`config.mk`:
```
export PLATFORM = sky130hd
export DESIGN_NAME = kti_div
export DESIGN_NICKNAME = d
export VERILOG_FILES = /design/src/hdl/kti_pkg.sv /design/src/hdl/kti_div.sv
export SDC_FILE = /design/constraint.sdc
export NUM_CORES = 1
export LEC_CHECK = 0
export ABC_AREA = 1
export BUFFER_PORTS_ARGS = -buffer_cell sky130_fd_sc_hd__buf_2
export CAP_MARGIN = 20
export CORE_UTILIZATION = 58
export DETAILED_ROUTE_END_ITERATION = 8
export PLACE_DENSITY = 0.8
export SETUP_SLACK_MARGIN = 0.3
export SLEW_MARGIN = 20
export SYNTH_ARGS = -nofsm -noshare
export SYNTH_HDL_FRONTEND = slang
export SYNTH_SLANG_ARGS = --single-unit
```
`constraint.sdc`:
```
create_clock -name clk -period 6.3 [get_ports clk]
set_clock_uncertainty 0.05 [all_clocks]
set_input_delay 0.315 -clock clk [delete_from_list [all_inputs] [get_ports clk]]
set_output_delay 0.315 -clock clk [all_outputs]
set_load 0.02 [all_outputs]
```
`src/hdl/kti_pkg.sv`:
```
// Shared constants and types for the keyed table linear interpolator.
`timescale 1ns / 1ps
package kti_pkg;
  localparam int TABLE_ROWS = 256;
  localparam int NUM_MOMENTS = 5;
  localparam int ROW_W = $clog2(TABLE_ROWS);
  localparam int CNT_W = $clog2(TABLE_ROWS + 1);
  localparam int VAL_DEPTH = TABLE_ROWS * NUM_MOMENTS;
  localparam int VAL_AW = $clog2(VAL_DEPTH);
  localparam int KEY_W = 40;
  localparam int EN_W = 24;
  localparam int MOM_W = 32;
  localparam int FRAC_W = 17;
  localparam int NUM_W = EN_W + 17;

  localparam logic [1:0] CMD_CLEAR = 2'd0;
  localparam logic [1:0] CMD_APPEND = 2'd1;
  localparam logic [1:0] CMD_QUERY = 2'd2;
  localparam logic [1:0] CMD_UNUSED = 2'd3;

  localparam logic [2:0] ST_OK = 3'd0;
  localparam logic [2:0] ST_SMALL = 3'd1;
  localparam logic [2:0] ST_LARGE = 3'd2;
  localparam logic [2:0] ST_NONE = 3'd3;
  localparam logic [2:0] ST_FULL = 3'd4;

  localparam logic [FRAC_W-1:0] FRAC_ONE = FRAC_W'(65536);

  typedef logic signed [MOM_W-1:0] moment_t;
endpackage

```
`src/hdl/kti_div.sv`:
```
// Restoring divider, one quotient bit per cycle, for the interpolation fraction.
`timescale 1ns / 1ps
module kti_div import kti_pkg::*; (
  input  logic              clk,
  input  logic              rst,
  input  logic              start,
  input  logic [NUM_W-1:0]  num,
  input  logic [EN_W-1:0]   den,
  output logic              done,
  output logic [FRAC_W-1:0] quot
);
  localparam int STEP_W = $clog2(NUM_W + 1);

  logic              busy;
  logic [STEP_W-1:0] steps;
  logic [NUM_W-1:0]  nsh;
  logic [EN_W-1:0]   rem;
  logic [EN_W-1:0]   dvs;
  logic [EN_W:0]     trial;
  logic              qbit;

  always_comb begin
    trial = {rem, nsh[NUM_W-1]};
    qbit = (trial >= {1'b0, dvs});
  end

  always_ff @(posedge clk) begin
    if (rst) begin
      busy <= 1'b0;
      done <= 1'b0;
      steps <= '0;
    end else begin
      done <= 1'b0;
      if (start) begin
        busy <= 1'b1;
        steps <= '0;
        nsh <= num;
        dvs <= den;
        rem <= '0;
        quot <= '0;
      end else if (busy) begin
        nsh <= {nsh[NUM_W-2:0], 1'b0};
        rem <= qbit ? EN_W'(trial - {1'b0, dvs}) : trial[EN_W-1:0];
        quot <= {quot[FRAC_W-2:0], qbit};
        steps <= steps + 1'b1;
        if (steps == STEP_W'(NUM_W - 1)) begin
          busy <= 1'b0;
          done <= 1'b1;
        end
      end
    end
  end
endmodule

```
==> results.rst <==
.. list-table::
   :header-rows: 1

   * - Metric
     - Value
   * - Maximum fanout count along the critical path
     - between 40 and 50
   * - Via count of the first global-routing pass
     - 5181
   * - Hold crit path type
     - in -> reg
   * - Die area
     - 11500 sq um
   * - Peak Freq
     - 385 MHz
   * - Setup repair after global routing missed its margin
     - no
   * - Ant diodes
     - 0
   * - Aggregate global routing overflow
     - 0
   * - Worst EP required
     - 6.53 ns
   * - Standby leakage power
     - 3.98 nW
   * - Slew Limit Headroom
     - 0.534
   * - GRT Resource Usage Total
     - 0.267
   * - Worst skew pair latency
     - ~0.52 ns
   * - Number of H-tree levels
     - 4
   * - Routability congestion estimate from global placement
     - 0.979
   * - Area post-placement
     - 7000 sq um
   * - Fraction of final layout cells with drive strength greater than 1
     - 0.141
   * - Maximum number of pins on one net before global-route repair
     - 67
   * - I/O pin count
     - between 80 and 90
   * - First-pass GRT wire length
     - approximately 23 mm
   * - Critical Path End Type
     - register
   * - Via count
     - 5375
   * - Number of antenna violations at the first check in global routing
     - 0
   * - Avg Synthesized Cell Area
     - between 7 and 8 sq um
   * - Critical path launch point type
     - register
   * - Post-route DRC violation count
     - 0
   * - Setup violation total in the final timing report
     - 0
   * - Period utilization
     - 0.412
   * - Synth Net Count
     - roughly 900
   * - Root buf cell
     - clkbuf_8
   * - Floorplan Core Area
     - ~11000 sq um
   * - Area of all sequential standard cells
     - 3340 sq um
   * - TritonCTS clock tree
     - done
   * - Detailed placer's ending HPWL
     - about 9.3 mm
   * - Number of port buffers
     - 85
   * - Critical path class
     - reg -> reg
   * - Number of resized instances in the post-cts repair step
     - 0
   * - Cell count after synthesis
     - 807
   * - Total Routed Length
     - 14.1 mm
   * - Pins over their slew limit
     - 0
   * - Data arrival time of the critical path
     - roughly 2.8 ns
   * - Tightest Pin Transition
     - 0.699 ns
   * - Final non-filler cell area
     - 7900 sq um
   * - Routed wirelength normalized by instance count
     - 13.1 um
   * - Die Y
     - 107 um
   * - Total CTS buffers
     - 17
   * - Result of the run
     - finished clean
   * - Clk pin slew, worst setup/hold paths
     - 0.06 ns
   * - Worst-case vdd ir drop
     - 257 uV
   * - Clock period minus final worst setup slack
     - 2.60 ns
   * - Post-synth design cell area
     - about 6400 sq um
   * - Final sum of negative setup slack
     - 0 ns
   * - Number of violations of the max-capacitance limit
     - 0
   * - Sequential area share after synthesis
     - 0.519
   * - Most common cell after layout, fill and taps aside
     - nand2_1
   * - Final hold violation count
     - 0
   * - 1st-iter DRT viols
     - about 370
   * - Number of vias per cell after detailed routing
     - 4.97
   * - Filler Cell Count
     - 845
   * - Most used cells in the layout excluding fill and tap cells
     - nand2_1, inv_1, edfxtp_1, buf_2, nor2_1
   * - Number of warnings printed during yosys synthesis
     - 0
   * - Multi-input combinational cell area
     - roughly 2500 sq um
   * - Die width
     - ~110 um
   * - Maximum clock path buffer count
     - 2
   * - Worst slack, placed
     - around 3.7 ns
   * - #FFs+latches synth
     - approximately 110
   * - Sinks on Clock Net
     - about 110
   * - Number of cell rows
     - 38
   * - Final ANT Viol Nets
     - 0
   * - Area Overhead vs Synth
     - 22.5%
   * - Net total in the final layout
     - 1023
   * - Count of unique library cells instantiated by Yosys
     - 33
   * - Power per cell area
     - between 200 and 300 nW/um^2
   * - Initial core utilization
     - 0.595
   * - Worst-case setup margin in the final layout
     - 3.70 ns
   * - DR pass1 iterations
     - 5
cell usage after synthesis (all sizes together):
master  instances  area share
nand2         323        0.19
inv           141       0.082
edfxtp        106        0.49
nor2           89       0.053
nand3          31       0.026
ha             26       0.050
a21oi          20       0.017
o21ai          12      0.0093
buf             9       0.010
clkbuf          9      0.0052
dfxtp           8       0.025
xnor2           8       0.011
nand4           7      0.0068
nor3            5      0.0047
nor4            2      0.0019
o21bai          2      0.0023
xor2            2      0.0027
a21o            1      0.0012
and2            1     0.00097
fa              1      0.0031
nand3b          1      0.0012
nor2b           1     0.00097
o21a            1      0.0012
or2             1     0.00097
cell families (layout without fill, tap and decap cells):
logic type	Yosys count	after routing	share of synthesized area
and+or+nand+nor	461	461	0.286
buffers and inverters	159	293	0.0974
DFF	114	114	0.519
AOI/OAI and AO/OA	36	36	0.0312
adders and majority gates	27	27	0.0536
xor gates and xnor gates	10	10	0.0136
per-layer routing:
| layer | track usage | routed length (um) | vias to the layer above |
|---|---|---|---|
| met5 | 0 | 0 | - |
| met4 | 0.109 | 337 | 0 |
| met3 | 0.0660 | 790 | 31 |
| met2 | 0.459 | 6960 | 184 |
| met1 | 0.320 | 6040 | 2410 |
| li1 | - | - | 2750 |
state kept, by name, summed over array words and instances, names as in the netlist:
signal,count
quot,17
rem,24
busy,1
dvs,24
nsh,41
done,1
steps,6
worst paths after layout:
kind                               start        to  slack [ns]  cells after the start
worst max-delay path             rem[10]   rem[19]        3.70                     13
worst min register to register  steps[0]  steps[0]        0.46                      2
worst max register to register   rem[10]   rem[19]        3.70                     13
worst min-delay path              num[2]    nsh[2]       0.007                      3
layout make-up:
cell class              count  area share
inverters                 141      0.0670
repair buffers            120      0.0966
clock buffers              18      0.0529
flip-flops and latches    114       0.423
multi-input cells         534       0.315
well taps                 140      0.0222
clock inverters            14      0.0230
through the flow:
step	power, mW	hold slack (ns)	utilization	instances
3_3_place_gp	1.35	0.438	0.646	1019
6_report	2.33	0.00706	0.729	1081
5_1_grt	2.44	0.000882	0.729	1081
3_5_place_dp	1.36	0.443	0.646	1019
2_1_floorplan	1.26	0.342	-	807
4_1_cts	2.34	0.0000923	0.729	1081
critical path, stage by stage (launching register included):
cell and delay, ns:
edfxtp_1 0.40, ha_1 0.37, nand2_1 0.14, inv_1 0.06, nand2_1 0.06, nand2_1 0.06
nand2_1 0.05, nand2_1 0.10, a21oi_4 0.19, nand3_4 0.41, nand2_1 0.28, nand2_1 0.08
nand2_1 0.07, inv_1 0.04
power by group:
| part | switching [mW] | internal (mW) |
|---|---|---|
| sequential | 0.0226 | 0.899 |
| clock | 0.361 | 0.608 |
| combinational | 0.282 | 0.161 |
| total | 0.666 | 1.67 |
what timing repair did:
action                    4_1_cts  5_1_grt
hold buffers                   30        0
hold endpoints to repair       30        0
buffers inserted                0        0
(Power assumes the default switching activity.)
